[config.mk]
export PLATFORM = sky130hd
export DESIGN_NAME = uart_bootloader_flash_host
export DESIGN_NICKNAME = d
export VERILOG_FILES = /design/src/rtl/core/ubfh_pkg.sv /design/src/rtl/core/ubfh_front.sv /design/src/rtl/core/ubfh_queue.sv /design/src/rtl/core/ubfh_back.sv /design/src/rtl/core/uart_bootloader_flash_host.sv
export SDC_FILE = /design/constraint.sdc
export NUM_CORES = 2
export LEC_CHECK = 0
export BUFFER_PORTS_ARGS = -buffer_cell sky130_fd_sc_hd__clkbuf_2
export CORE_MARGIN = 3
export CORE_UTILIZATION = 35
export DETAILED_ROUTE_END_ITERATION = 8
export PLACE_DENSITY = 0.56
export SLEW_MARGIN = 20
export SYNTH_ARGS = -nofsm -noshare
export SYNTH_HDL_FRONTEND = slang
export SYNTH_HIERARCHICAL = 1
export SYNTH_SLANG_ARGS = --single-unit
[constraint.sdc]
create_clock -name clk -period 21.5 [get_ports clk]
set_input_delay 0 -clock clk [delete_from_list [all_inputs] [get_ports clk]]
set_output_delay 0 -clock clk [all_outputs]
set_load 0.02 [all_outputs]
[src/rtl/core/ubfh_pkg.sv]
`timescale 1ns / 1ps
// ----------------------------------------------------------------------------
// ubfh_pkg: shared types and constants
// Beat payloads, command codes and error codes of the flash host.
// ----------------------------------------------------------------------------
package ubfh_pkg;

  localparam logic [1:0] OP_START = 2'd0;
  localparam logic [1:0] OP_IMAGE = 2'd1;
  localparam logic [1:0] OP_RX    = 2'd2;
  localparam logic [1:0] OP_TICK  = 2'd3;

  localparam logic [2:0] ERR_NONE    = 3'd0;
  localparam logic [2:0] ERR_SYNC    = 3'd1;
  localparam logic [2:0] ERR_TIMEOUT = 3'd2;
  localparam logic [2:0] ERR_NACK    = 3'd3;
  localparam logic [2:0] ERR_UNEXP   = 3'd4;
  localparam logic [2:0] ERR_BADLEN  = 3'd5;
  localparam logic [2:0] ERR_ORDER   = 3'd6;

  localparam logic [7:0] BL_ACK      = 8'h79;
  localparam logic [7:0] BL_NACK     = 8'h1F;
  localparam logic [7:0] CMD_SYNC    = 8'h7F;
  localparam logic [7:0] CMD_READ_ID = 8'h02;
  localparam logic [7:0] CMD_ERASE   = 8'h44;
  localparam logic [7:0] CMD_WRITE   = 8'h31;
  localparam logic [13:0] SYNC_PAUSE = 14'd50;

  localparam logic [2:0] REG_START_ADDR = 3'd0;
  localparam logic [2:0] REG_IMAGE_LEN  = 3'd1;
  localparam logic [2:0] REG_SYNC_LIM   = 3'd2;
  localparam logic [2:0] REG_SYNC_TO    = 3'd3;
  localparam logic [2:0] REG_CMD_TO     = 3'd4;
  localparam logic [2:0] REG_ERASE_TO   = 3'd5;
  localparam logic [2:0] REG_WRITE_TO   = 3'd6;
  localparam logic [2:0] REG_CHIP_ID    = 3'd7;

  typedef struct packed {
    logic [1:0] op;
    logic [7:0] image_byte;
    logic [7:0] rx_byte;
  } in_beat_t;

  typedef struct packed {
    logic        tx_valid;
    logic [7:0]  tx_byte;
    logic        last;
    logic        busy_res;
    logic        done_res;
    logic [2:0]  error_code;
    logic [15:0] chip_id;
    logic        chip_mismatch;
    logic [24:0] bytes_written;
    logic        want_image_byte;
  } out_beat_t;

  typedef struct packed {
    logic        busy;
    logic        done;
    logic [2:0]  err;
    logic [15:0] chip_id;
    logic        mismatch;
    logic [24:0] offset;
    logic        want;
  } status_t;

  // One step's work: up to five bytes plus the status after the step.
  typedef struct packed {
    logic [2:0]      ntx;
    logic [4:0][7:0] txb;
    status_t         st;
  } step_t;

endpackage

[src/rtl/core/ubfh_front.sv]
`timescale 1ns / 1ps
// ----------------------------------------------------------------------------
// ubfh_front: protocol sequencer
// Accepts one input beat per cycle, advances the flashing exchange and
// emits one step record (bytes to send plus status) into the queue.
// ----------------------------------------------------------------------------
module ubfh_front #(
  parameter int MAX_CHUNK = 256
) (
  input  logic                clk,
  input  logic                rst_n,
  input  logic                cfg_we,
  input  logic [2:0]          cfg_idx,
  input  logic [31:0]         cfg_data,
  input  logic                beat_valid,
  input  ubfh_pkg::in_beat_t  beat,
  output logic                step_valid,
  output ubfh_pkg::step_t     step
);

  localparam int CW = $clog2(MAX_CHUNK + 1);
  localparam logic [24:0] MAXC25 = 25'(MAX_CHUNK);

  typedef enum logic [3:0] {
    PH_IDLE, PH_SYNC_WAIT, PH_SYNC_PAUSE, PH_ID_CMD_ACK, PH_ID_COUNT,
    PH_ID_BYTES, PH_ID_ACK, PH_ERASE_CMD_ACK, PH_ERASE_ACK,
    PH_WR_CMD_ACK, PH_WR_ADDR_ACK, PH_WR_DATA, PH_WR_ACK
  } phase_t;

  logic [31:0] start_address_r;
  logic [24:0] image_length_r;
  logic [13:0] sync_lim_r, sync_to_r, cmd_to_r, erase_to_r, write_to_r;
  logic [15:0] exp_id_r;

  phase_t      phase_r, phase_nxt;
  logic [1:0]  id_idx_r, id_idx_nxt;
  logic [CW-1:0] byte_idx_r, byte_idx_nxt, chunk_r, chunk_nxt;
  logic [13:0] wait_r, wait_nxt, retry_r, retry_nxt;
  logic [7:0]  csum_r, csum_nxt;
  logic [24:0] offset_r, offset_nxt, run_len_r, run_len_nxt;
  logic [31:0] run_addr_r, run_addr_nxt;
  logic [15:0] id_r, id_nxt, chip_r, chip_nxt;
  logic [8:0]  id_left_r, id_left_nxt;
  logic        done_r, done_nxt, mism_r, mism_nxt;
  logic [2:0]  err_r, err_nxt;
  logic        sv_r;
  ubfh_pkg::step_t step_r;

  logic [2:0]      ntx;
  logic [4:0][7:0] txb;
  logic [31:0]     addr;
  logic [24:0]     rem, off_sum;
  logic [CW-1:0]   csz;
  logic [13:0]     retry_inc;

  always_comb begin
    phase_nxt = phase_r;   id_idx_nxt = id_idx_r;  byte_idx_nxt = byte_idx_r;
    chunk_nxt = chunk_r;   wait_nxt = wait_r;      retry_nxt = retry_r;
    csum_nxt = csum_r;     offset_nxt = offset_r;  run_len_nxt = run_len_r;
    run_addr_nxt = run_addr_r; id_nxt = id_r;      chip_nxt = chip_r;
    id_left_nxt = id_left_r;   done_nxt = done_r;  mism_nxt = mism_r;
    err_nxt = err_r;
    ntx = 3'd0;
    txb = '0;
    addr = run_addr_r + {7'd0, offset_r};
    rem = run_len_r - offset_r;
    csz = (rem > MAXC25) ? CW'(MAX_CHUNK) : rem[CW-1:0];
    off_sum = offset_r + 25'(chunk_r);
    retry_inc = retry_r + 14'd1;
    unique case (beat.op)
      ubfh_pkg::OP_START: begin
        if (phase_r == PH_IDLE) begin
          done_nxt = 1'b0; mism_nxt = 1'b0; chip_nxt = '0; id_nxt = '0;
          offset_nxt = '0; retry_nxt = '0;
          if (image_length_r == '0) begin
            err_nxt = ubfh_pkg::ERR_BADLEN;
          end else begin
            err_nxt = ubfh_pkg::ERR_NONE;
            run_addr_nxt = start_address_r;
            run_len_nxt = image_length_r;
            txb[0] = ubfh_pkg::CMD_SYNC; ntx = 3'd1;
            wait_nxt = sync_to_r;
            phase_nxt = PH_SYNC_WAIT;
          end
        end
      end
      ubfh_pkg::OP_IMAGE: begin
        if (phase_r != PH_WR_DATA) begin
          err_nxt = ubfh_pkg::ERR_ORDER; phase_nxt = PH_IDLE;
        end else begin
          txb[0] = beat.image_byte; ntx = 3'd1;
          csum_nxt = csum_r ^ beat.image_byte;
          byte_idx_nxt = byte_idx_r + 1'b1;
          if (byte_idx_nxt >= chunk_r) begin
            txb[1] = csum_nxt; ntx = 3'd2;
            wait_nxt = write_to_r;
            phase_nxt = PH_WR_ACK;
          end
        end
      end
      ubfh_pkg::OP_RX: begin
        priority case (phase_r)
          PH_IDLE, PH_SYNC_PAUSE, PH_WR_DATA: ;
          PH_SYNC_WAIT: begin
            if (beat.rx_byte == ubfh_pkg::BL_ACK) begin
              txb[0] = ubfh_pkg::CMD_READ_ID; txb[1] = ~ubfh_pkg::CMD_READ_ID;
              ntx = 3'd2; wait_nxt = cmd_to_r; phase_nxt = PH_ID_CMD_ACK;
            end else begin
              wait_nxt = ubfh_pkg::SYNC_PAUSE; phase_nxt = PH_SYNC_PAUSE;
            end
          end
          PH_ID_COUNT: begin
            id_left_nxt = {1'b0, beat.rx_byte} + 9'd1;
            id_idx_nxt = '0; wait_nxt = cmd_to_r; phase_nxt = PH_ID_BYTES;
          end
          PH_ID_BYTES: begin
            if (id_idx_r == 2'd0) id_nxt = {beat.rx_byte, 8'd0};
            else if (id_idx_r == 2'd1) id_nxt = {id_r[15:8], beat.rx_byte};
            if (id_idx_r != 2'd2) id_idx_nxt = id_idx_r + 2'd1;
            id_left_nxt = id_left_r - 9'd1;
            wait_nxt = cmd_to_r;
            if (id_left_nxt == '0) phase_nxt = PH_ID_ACK;
          end
          default: begin
            if (beat.rx_byte != ubfh_pkg::BL_ACK) begin
              err_nxt = (beat.rx_byte == ubfh_pkg::BL_NACK) ?
                        ubfh_pkg::ERR_NACK : ubfh_pkg::ERR_UNEXP;
              phase_nxt = PH_IDLE;
            end else begin
              priority case (phase_r)
                PH_ID_CMD_ACK: begin
                  phase_nxt = PH_ID_COUNT; wait_nxt = cmd_to_r;
                end
                PH_ID_ACK: begin
                  chip_nxt = id_r; mism_nxt = (id_r != exp_id_r);
                  txb[0] = ubfh_pkg::CMD_ERASE; txb[1] = ~ubfh_pkg::CMD_ERASE;
                  ntx = 3'd2; wait_nxt = cmd_to_r; phase_nxt = PH_ERASE_CMD_ACK;
                end
                PH_ERASE_CMD_ACK: begin
                  txb[0] = 8'hFF; txb[1] = 8'hFF; txb[2] = 8'h00; ntx = 3'd3;
                  wait_nxt = erase_to_r; phase_nxt = PH_ERASE_ACK;
                end
                PH_ERASE_ACK: begin
                  txb[0] = ubfh_pkg::CMD_WRITE; txb[1] = ~ubfh_pkg::CMD_WRITE;
                  ntx = 3'd2; wait_nxt = cmd_to_r; phase_nxt = PH_WR_CMD_ACK;
                end
                PH_WR_CMD_ACK: begin
                  txb[0] = addr[31:24]; txb[1] = addr[23:16];
                  txb[2] = addr[15:8];  txb[3] = addr[7:0];
                  txb[4] = addr[31:24] ^ addr[23:16] ^ addr[15:8] ^ addr[7:0];
                  ntx = 3'd5; wait_nxt = cmd_to_r; phase_nxt = PH_WR_ADDR_ACK;
                end
                PH_WR_ADDR_ACK: begin
                  chunk_nxt = csz;
                  csum_nxt = 8'(csz - 1'b1);
                  txb[0] = csum_nxt; ntx = 3'd1;
                  byte_idx_nxt = '0; phase_nxt = PH_WR_DATA;
                end
                PH_WR_ACK: begin
                  offset_nxt = off_sum;
                  if (off_sum >= run_len_r) begin
                    done_nxt = 1'b1; phase_nxt = PH_IDLE;
                  end else begin
                    txb[0] = ubfh_pkg::CMD_WRITE; txb[1] = ~ubfh_pkg::CMD_WRITE;
                    ntx = 3'd2; wait_nxt = cmd_to_r; phase_nxt = PH_WR_CMD_ACK;
                  end
                end
                default: ;
              endcase
            end
          end
        endcase
      end
      ubfh_pkg::OP_TICK: begin
        if (phase_r != PH_IDLE && phase_r != PH_WR_DATA) begin
          if (wait_r > 14'd1) begin
            wait_nxt = wait_r - 14'd1;
          end else begin
            wait_nxt = '0;
            if (phase_r == PH_SYNC_WAIT) begin
              wait_nxt = ubfh_pkg::SYNC_PAUSE; phase_nxt = PH_SYNC_PAUSE;
            end else if (phase_r == PH_SYNC_PAUSE) begin
              retry_nxt = retry_inc;
              if (retry_inc >= sync_lim_r || retry_inc == '0) begin
                err_nxt = ubfh_pkg::ERR_SYNC; phase_nxt = PH_IDLE;
              end else begin
                txb[0] = ubfh_pkg::CMD_SYNC; ntx = 3'd1;
                wait_nxt = sync_to_r; phase_nxt = PH_SYNC_WAIT;
              end
            end else begin
              err_nxt = ubfh_pkg::ERR_TIMEOUT; phase_nxt = PH_IDLE;
            end
          end
        end
      end
      default: ;
    endcase
  end

  always_ff @(posedge clk) begin
    if (!rst_n) begin
      start_address_r <= 32'h0800_0000; image_length_r <= '0;
      sync_lim_r <= 14'd10000; sync_to_r <= 14'd200; cmd_to_r <= 14'd1000;
      erase_to_r <= 14'd10000; write_to_r <= 14'd2000; exp_id_r <= 16'd1129;
      phase_r <= PH_IDLE; id_idx_r <= '0; byte_idx_r <= '0; chunk_r <= '0;
      wait_r <= '0; retry_r <= '0; csum_r <= '0; offset_r <= '0;
      run_len_r <= '0; run_addr_r <= '0; id_r <= '0; chip_r <= '0;
      id_left_r <= '0; done_r <= 1'b0; mism_r <= 1'b0; err_r <= '0;
      sv_r <= 1'b0;
    end else begin
      if (cfg_we) begin
        unique case (cfg_idx)
          ubfh_pkg::REG_START_ADDR: start_address_r <= cfg_data;
          ubfh_pkg::REG_IMAGE_LEN:  image_length_r <= cfg_data[24:0];
          ubfh_pkg::REG_SYNC_LIM:   sync_lim_r <= cfg_data[13:0];
          ubfh_pkg::REG_SYNC_TO:    sync_to_r <= cfg_data[13:0];
          ubfh_pkg::REG_CMD_TO:     cmd_to_r <= cfg_data[13:0];
          ubfh_pkg::REG_ERASE_TO:   erase_to_r <= cfg_data[13:0];
          ubfh_pkg::REG_WRITE_TO:   write_to_r <= cfg_data[13:0];
          ubfh_pkg::REG_CHIP_ID:    exp_id_r <= cfg_data[15:0];
          default: ;
        endcase
      end
      sv_r <= beat_valid;
      if (beat_valid) begin
        phase_r <= phase_nxt; id_idx_r <= id_idx_nxt; byte_idx_r <= byte_idx_nxt;
        chunk_r <= chunk_nxt; wait_r <= wait_nxt; retry_r <= retry_nxt;
        csum_r <= csum_nxt; offset_r <= offset_nxt; run_len_r <= run_len_nxt;
        run_addr_r <= run_addr_nxt; id_r <= id_nxt; chip_r <= chip_nxt;
        id_left_r <= id_left_nxt; done_r <= done_nxt; mism_r <= mism_nxt;
        err_r <= err_nxt;
        step_r.ntx         <= ntx;
        step_r.txb         <= txb;
        step_r.st.busy     <= (phase_nxt != PH_IDLE);
        step_r.st.done     <= done_nxt;
        step_r.st.err      <= err_nxt;
        step_r.st.chip_id  <= chip_nxt;
        step_r.st.mismatch <= mism_nxt;
        step_r.st.offset   <= offset_nxt;
        step_r.st.want     <= (phase_nxt == PH_WR_DATA);
      end
    end
  end

  assign step_valid = sv_r;
  assign step = step_r;

endmodule

[src/rtl/core/ubfh_queue.sv]
`timescale 1ns / 1ps
// ----------------------------------------------------------------------------
// ubfh_queue: step record queue
// Small FIFO between the sequencer and the byte serializer.
// ----------------------------------------------------------------------------
module ubfh_queue #(
  parameter int DEPTH = 4
) (
  input  logic            clk,
  input  logic            rst_n,
  input  logic            wr_en,
  input  ubfh_pkg::step_t wr_data,
  output logic [$clog2(DEPTH+1)-1:0] count,
  output logic            rd_valid,
  input  logic            rd_en,
  output ubfh_pkg::step_t rd_data
);

  localparam int AW = (DEPTH > 1) ? $clog2(DEPTH) : 1;

  ubfh_pkg::step_t mem [DEPTH];
  logic [AW-1:0] wp_r, rp_r;
  logic [$clog2(DEPTH+1)-1:0] cnt_r;

  always_ff @(posedge clk) begin
    if (!rst_n) begin
      wp_r <= '0; rp_r <= '0; cnt_r <= '0;
    end else begin
      if (wr_en) wp_r <= (wp_r == AW'(DEPTH - 1)) ? '0 : wp_r + 1'b1;
      if (rd_en) rp_r <= (rp_r == AW'(DEPTH - 1)) ? '0 : rp_r + 1'b1;
      cnt_r <= cnt_r + (wr_en ? 1'b1 : 1'b0) - (rd_en ? 1'b1 : 1'b0);
    end
  end

  always_ff @(posedge clk) begin
    if (wr_en) mem[wp_r] <= wr_data;
  end

  assign count = cnt_r;
  assign rd_valid = (cnt_r != '0);
  assign rd_data = mem[rp_r];

endmodule

[src/rtl/core/ubfh_back.sv]
`timescale 1ns / 1ps
// ----------------------------------------------------------------------------
// ubfh_back: result serializer
// Splits each step record into one result beat per byte to send, or one status beat.
// ----------------------------------------------------------------------------
module ubfh_back (
  input  logic                clk,
  input  logic                rst_n,
  input  logic                step_valid,
  input  ubfh_pkg::step_t     step,
  output logic                step_pop,
  output logic                out_valid,
  input  logic                out_ready,
  output ubfh_pkg::out_beat_t out_data
);

  logic [2:0] idx_r;
  logic       is_last;
  logic [2:0] n;

  assign n = (step.ntx == 3'd0) ? 3'd1 : step.ntx;
  assign is_last = (idx_r == n - 3'd1);
  assign out_valid = step_valid;
  assign step_pop = step_valid && out_ready && is_last;

  always_ff @(posedge clk) begin
    if (!rst_n) begin
      idx_r <= '0;
    end else if (step_valid && out_ready) begin
      idx_r <= is_last ? 3'd0 : idx_r + 3'd1;
    end
  end

  always_comb begin
    out_data.tx_valid        = (step.ntx != 3'd0);
    out_data.tx_byte         = (step.ntx != 3'd0) ? step.txb[idx_r] : 8'd0;
    out_data.last            = is_last;
    out_data.busy_res        = step.st.busy;
    out_data.done_res        = step.st.done;
    out_data.error_code      = step.st.err;
    out_data.chip_id         = step.st.chip_id;
    out_data.chip_mismatch   = step.st.mismatch;
    out_data.bytes_written   = step.st.offset;
    out_data.want_image_byte = step.st.want;
  end

endmodule

[src/rtl/core/uart_bootloader_flash_host.sv]
`timescale 1ns / 1ps
// ----------------------------------------------------------------------------
// uart_bootloader_flash_host: UART bootloader flashing host
// Takes one input beat per cycle while the step queue has room; each beat
// produces one to five result beats, one per byte sent to the target (or a
// single status beat). The result side drains one beat per cycle while
// out_ready is high, so the sustained rate is set by the result count per
// input: one result beat for a beat that sends at most one byte, five for
// an address beat. Input beats pass the sequencer register, then the queue.
// ----------------------------------------------------------------------------
module uart_bootloader_flash_host #(
  parameter int MAX_CHUNK = 256,
  parameter int QDEPTH = 4
) (
  input  logic                clk,
  input  logic                rst_n,
  input  logic                cfg_we,
  input  logic [2:0]          cfg_idx,
  input  logic [31:0]         cfg_data,
  input  logic                in_valid,
  output logic                in_ready,
  input  ubfh_pkg::in_beat_t  in_data,
  output logic                out_valid,
  input  logic                out_ready,
  output ubfh_pkg::out_beat_t out_data
);

  logic            fv, qv, pop;
  ubfh_pkg::step_t fs, qs;
  logic [$clog2(QDEPTH+2)-1:0] cnt;
  logic            acc;

  // one record may be in flight in the sequencer register
  assign in_ready = (32'(cnt) + (fv ? 32'd1 : 32'd0)) < QDEPTH;
  assign acc = in_valid && in_ready;

  ubfh_front #(.MAX_CHUNK(MAX_CHUNK)) u_front (
    .clk, .rst_n, .cfg_we, .cfg_idx, .cfg_data,
    .beat_valid(acc), .beat(in_data), .step_valid(fv), .step(fs)
  );

  ubfh_queue #(.DEPTH(QDEPTH + 1)) u_queue (
    .clk, .rst_n, .wr_en(fv), .wr_data(fs), .count(cnt),
    .rd_valid(qv), .rd_en(pop), .rd_data(qs)
  );

  ubfh_back u_back (
    .clk, .rst_n, .step_valid(qv), .step(qs), .step_pop(pop),
    .out_valid, .out_ready, .out_data
  );

endmodule

; ---- Word level (Yosys, flattened, before mapping)
; Memories as Yosys holds them, arrays and structs flattened. A register that Yosys moved wholly into a read port is not among the register bits.
; Cells that the tools add are included.
[word_totals]
register_bits = 435
latchBits = 0
ram_bits = 455
rom_bits = 0
in_bits = 58
out_inout_bits = 60
elab_cells = 310
n_memories = 1
[classes]
addsub = 17
multipliers = 0
n_div = 0
order_cmp = 7
n_eq_ne = 52
n_shift = 0
mux = 135
bitwise_logic = 9
reduce_logical = 46
[memory_table]
columns = memory, words, width, read_ports, rd_ports_with_merged_regs, write_ports, line_no
row1 = u_queue.mem, 5, 91, 1, 1, 1, ubfh_queue.sv:21  ; ubfh_pkg::step_t mem [DEPTH];
[op_table]
columns = operator, count
row1 = $mux W14, 17
row2 = $mux W16, 11
row3 = $mux W8, 13
row4 = $mux W25, 4
row5 = $pmux W16 S2, 3
row6 = $pmux W14 S3, 2
row7 = $mux W3, 24
row8 = $pmux W14 S4, 1
row9 = $pmux W25 S2, 1
row10 = $pmux W8 S6, 1
row11 = $mux W9, 5
row12 = $mux W4, 10
row13 = $pmux W8 S5, 1
row14 = $pmux W9 S2, 2
row15 = $add A32 B25 Y32, 1
row16 = $pmux W4 S4, 2
row17 = $pmux W8 S2, 2
row18 = $pmux W8 S4, 1
row19 = $xor A8 B8 Y8, 4
row20 = $pmux W14 S2, 1
row21 = $pmux W4 S7, 1
row22 = $add A25 B9 Y25, 1
row23 = $ge A25 B25 Y1, 1
row24 = $gt A25 B9 Y1 const B, 1
row25 = other kinds (72), 156

; ---- Depth between registers and ports, before layout
[logic_depth]
word_depth = 10
ltp_mapped = 23
mapped_depth_nobuf = 22

; ---- Hierarchy
; Netlist, hierarchy kept.
[modules_own_cells]
columns = module, instances, cells_each, area_each_um2, seq_area_each_um2
row1 = ubfh_front, 1, 3066, 24345.8, 9379.0
row2 = ubfh_queue, 1, 1029, 18452.7, 13903.3
row3 = ubfh_back, 1, 122, 1022.2, 60.1
row4 = uart_bootloader_flash_host, 1, 3, 18.8, 0.0

; ---- Worst setup path after synthesis
; OpenSTA, ideal clock, no wires.
[synth_path]
path_type = reg2reg
startpoint = register u_front.sv_r, in the netlist u_front/step_valid
endpoint = memory u_queue/mem[4][0] (netlist name) (enable)
setup_time_ns = 0.671
arrival_time_ns = 7.204
required_ns = 20.829
setup_slack_ns = 13.625
stages_incl_launch_ff = 3
path_buffers = 0
period_less_slack_ns = 7.875
path_cell_list = dfxtp_1 -> nand2b_1 -> nor3b_1
[synth_between]
elab_chain_len = 2
[synth_lines]
columns = element, line_no
row1 = "start, declared", ubfh_front.sv:46  ; logic sv_r;
row2 = "start signal, assigned", ubfh_front.sv:224  ; sv_r <= beat_valid;
row3 = $mux W1, ubfh_queue.sv:36  ; if (wr_en) mem[wp_r] <= wr_data;
row4 = $mux W1 (implied by the code), ubfh_queue.sv:36
row5 = "end, declared", ubfh_queue.sv:21
; No other way between the ends.

; ---- Worst setup path in the final report
[layout_path]
startpoint = register u_front.offset_r[1]
endpoint = register u_front.wait_r[13]
[layout_between]
elab_chain_len = 4
[layout_lines]
columns = element, line_no
row1 = "start, declared", ubfh_front.sv:40  ; logic [24:0] offset_r, offset_nxt, run_len_r, run_len_nxt;
row2 = "start signal, assigned", ubfh_front.sv:228  ; csum_r <= csum_nxt; offset_r <= offset_nxt; run_len_r <= run_len_nxt;
row3 = $add A25 B9 Y25, ubfh_front.sv:68  ; off_sum = offset_r + 25'(chunk_r);
row4 = $ge A25 B25 Y1, ubfh_front.sv:161  ; if (off_sum >= run_len_r) begin
row5 = $ne A5 B5 Y1 (no line), -
row6 = $reduce_and A10 Y1 (no line), -
row7 = "end signal, assigned", ubfh_front.sv:227  ; chunk_r <= chunk_nxt; wait_r <= wait_nxt; retry_r <= retry_nxt;
row8 = "end, declared", ubfh_front.sv:38  ; logic [13:0] wait_r, wait_nxt, retry_r, retry_nxt;
; No other way between the ends.
; A chain may end at the register's enable or synchronous reset.

==> flow_summary.yaml <==
placement:
  pre_cts_slack_ps: 15300
  hpwl_mm: 87.25
  dpl-instance-area_sq_um: 45480
  place_inst: 5731
  place_congestion: 0.9356
  numPortBuffers: 117
worst_setup_path:
  crit_fanout: 28
  r2r_slack_ps: 15060
  criticalPathCategory: "flop to flop"
  start_kind: "flop"
  cp_data_required_time_ps: 22100
  cp-startpoint: "u_front/offset_r[1]"
  rr_startpoint: "u_front/offset_r[1]"
  arrival_ps: 7040
  worst_setup_path_end_kind: "flop"
power:
  power_density_nw_per_um2: 84.70
  vdd_drop_max_uv: 58.73
  p_leak_nw: 17.22
finish:
  final_nets: 4450
  final_util_pct: 39.77
  fin_cells: 5977
  area_growth_pct: 12.44
  drive_gt1_share_pct: 10.20
  final_area_sq_um: 49290
drt:
  drc: 0
  drtIter0Drc: 2653
  finalWirelength_mm: 128.2
  drtPass1Iterations: 9
  via_per_inst: 5.401
  vias: 32280
  antenna_left: 0
  routedWlPerCell_um: 21.44
yosys:
  postSynthCellCount: 4220
  ys_warn_count: 6
  yosys_register_bits: 893
  syn_area_per_cell_sq_um: 10.39
  synth_cell_types: 96
  syn_area_sq_um: 43840
  postSynthNetCount: 4412
  ys_async_sr_fraction_pct: 0
  synth_edf_count: 546
  yosysSeqAreaShare_pct: 53.25
  ys.flop_type: "edfxtp_1"
timing:
  skew_ps: 33.21
  worst_pin_slew_ps: 1125
  finalCriticalPeriod_ps: 6444
  period_share_pct: 29.97
  maxSlewViolCount: 0
  fmax_ghz: 0.1552
  setup_ws_ps: 15060
  hold_viol_final: 0
  setup_viol: 0
  grt_setup_unrepaired: "no"
  slew_headroom_pct: 25.00
  setup_tns_ps: 0
clock_network:
  clk_pin_slew_ps: 60
  cts_max_path_buffers: 3
  clock_latency_ps: 690
  ctsRootBufferMaster: "clkbuf_16"
  cts_sinks: 893
  cts_resized: 0
  cts_made_buffers: 97
  cts_max_level: 3
  tritoncts: "done"
die:
  dieArea_sq_um: 129500
  initial_utilization_pct: 35.37
  die-width_um: 359.9
  ios: 118
  core_sq_um: 124000
  rows: 129
  fp.dieH_um: 359.9
global_routing:
  grt_pass1_wl_mm: 193.0
  grt_pass1_vias: 30130
  antenna_found_initial: 12
  grt_use_total_pct: 19.27
  grt_overflow: 0
  grt_max_degree: 153
worst_hold_path:
  min_from: "cfg_data[27]"
  hold_class: "primary input to flop"
job:
  max_cap_viol_count: 0
status:
  status: "finished clean"
-- state kept, by name, summed over array words and instances (netlist names), 14 cells and up, named ones only --
register	flops
u_queue/mem	455
u_front/step	91
u_front/run_addr_r	32
u_front/start_address_r	32
u_front/image_length_r	25
u_front/offset_r	25
u_front/run_len_r	25
u_front/chip_r	16
u_front/exp_id_r	16
u_front/id_r	16
u_front/cmd_to_r	14
u_front/erase_to_r	14
u_front/retry_r	14
u_front/sync_lim_r	14
u_front/sync_to_r	14
u_front/wait_r	14
u_front/write_to_r	14
-- cell type report --
class                      count  area (sq um)
clock buffer                 135          2681
timing repair buffer         236          1657
antenna                        6         15.01
clock inverter                40         457.9
fill                       12080         74670
tap                         1637          2048
inverter                     221         837.1
sequential                   893         23350
multi-input combinational   2809         18250
-- worst paths after layout --
check,end,cells after the start
min,u_front/start_address_r[27],4
min reg2reg,u_front/run_addr_r[4],2
max reg2reg,u_front/wait_r[13],21
max,u_front/wait_r[13],21
-- synthesized netlist by cell type, drive strengths merged (51+ instances only) --
cell type / instances / area share [%]
buf: 112 / 1.9
ha: 130 / 3.7
nand3: 118 / 1.3
a221oi: 101 / 3.2
inv: 216 / 1.8
nor3: 52 / 0.62
edfxtp: 546 / 37
dfxtp: 347 / 16
xnor2: 91 / 1.8
o21ai: 131 / 1.5
a21oi: 372 / 4.3
nand4: 51 / 0.73
xor2: 60 / 1.2
nand2: 612 / 5.2
a211oi: 119 / 2.0
nor2: 247 / 2.1
mux2i: 135 / 3.1
nor2b: 113 / 1.6
clkbuf: 185 / 1.6
-- logic make-up after synthesis --
family | after synthesis | synth area share (%)
XOR/XNOR | 155 | 3.222
AND/OR/NAND/NOR | 1367 | 14.39
adder cells (fa/ha/maj) | 134 | 3.893
flip-flops | 893 | 53.25
buffers and inverters | 518 | 5.400
AO/OA/AOI/OAI | 1010 | 16.35
multiplexers | 143 | 3.502
-- metal layers --
metal  vias to the layer above  GRT usage, %  wire length, um
li1                      15380             -                -
met1                     15720         28.27            60170
met2                       975         29.33            56320
met3                       200         2.922             8106
met4                         8         5.718             3517
met5                         -             0               55
-- through the flow --
stage,power (W),hold slack [ps]
global placement,0.002550,217.6
global route,0.004350,153.9
CTS,0.004221,106.1
floorplan,0.002391,117.5
detailed placement,0.002556,224.9
finish,0.004175,137.0
-- cell usage in the layout, fill, tap and decap left out, types with 98 or more instances in the layout --
master / instances
clkbuf_16: 98
mux2i_1: 135
nand2_1: 612
inv_1: 216
a21oi_1: 370
o21ai_0: 120
clkbuf_2: 116
nand3_1: 118
edfxtp_1: 546
nor2_1: 240
dfxtp_1: 345
nor2b_1: 113
a211oi_1: 119
ha_1: 128
-- what timing repair did --
| action | CTS | global route |
|---|---|---|
| hold buffers | 65 | 0 |
| buffers inserted | 0 | 0 |
| setup endpoints to repair | 0 | 0 |
| hold endpoints to repair | 205 | 0 |
-- worst max-delay path, stage by stage, from the launching register on --
cell and delay, ps:
dfxtp_1 410, ha_1 330, a21o_1 110, a21oi_1 100
o21bai_1 160, a21oi_1 120, o21bai_1 140, a21oi_1 150
o21ai_1 720, nor4b_1 820, xnor2_1 140, ha_1 330
nand4_1 160, nor3_1 110, a21oi_1 140, o311ai_0 170
o31ai_1 870, o21ai_0 300, a31oi_2 330, buf_4 330
nor4bb_1 270, o21a_1 140
-- report_power, final --
part | internal [W] | switching [W]
combinational | 0.000199 | 0.000384
sequential | 0.00189 | 0.0000535
clock | 0.000958 | 0.000687
Note: power is estimated with default switching activity, not from simulation.
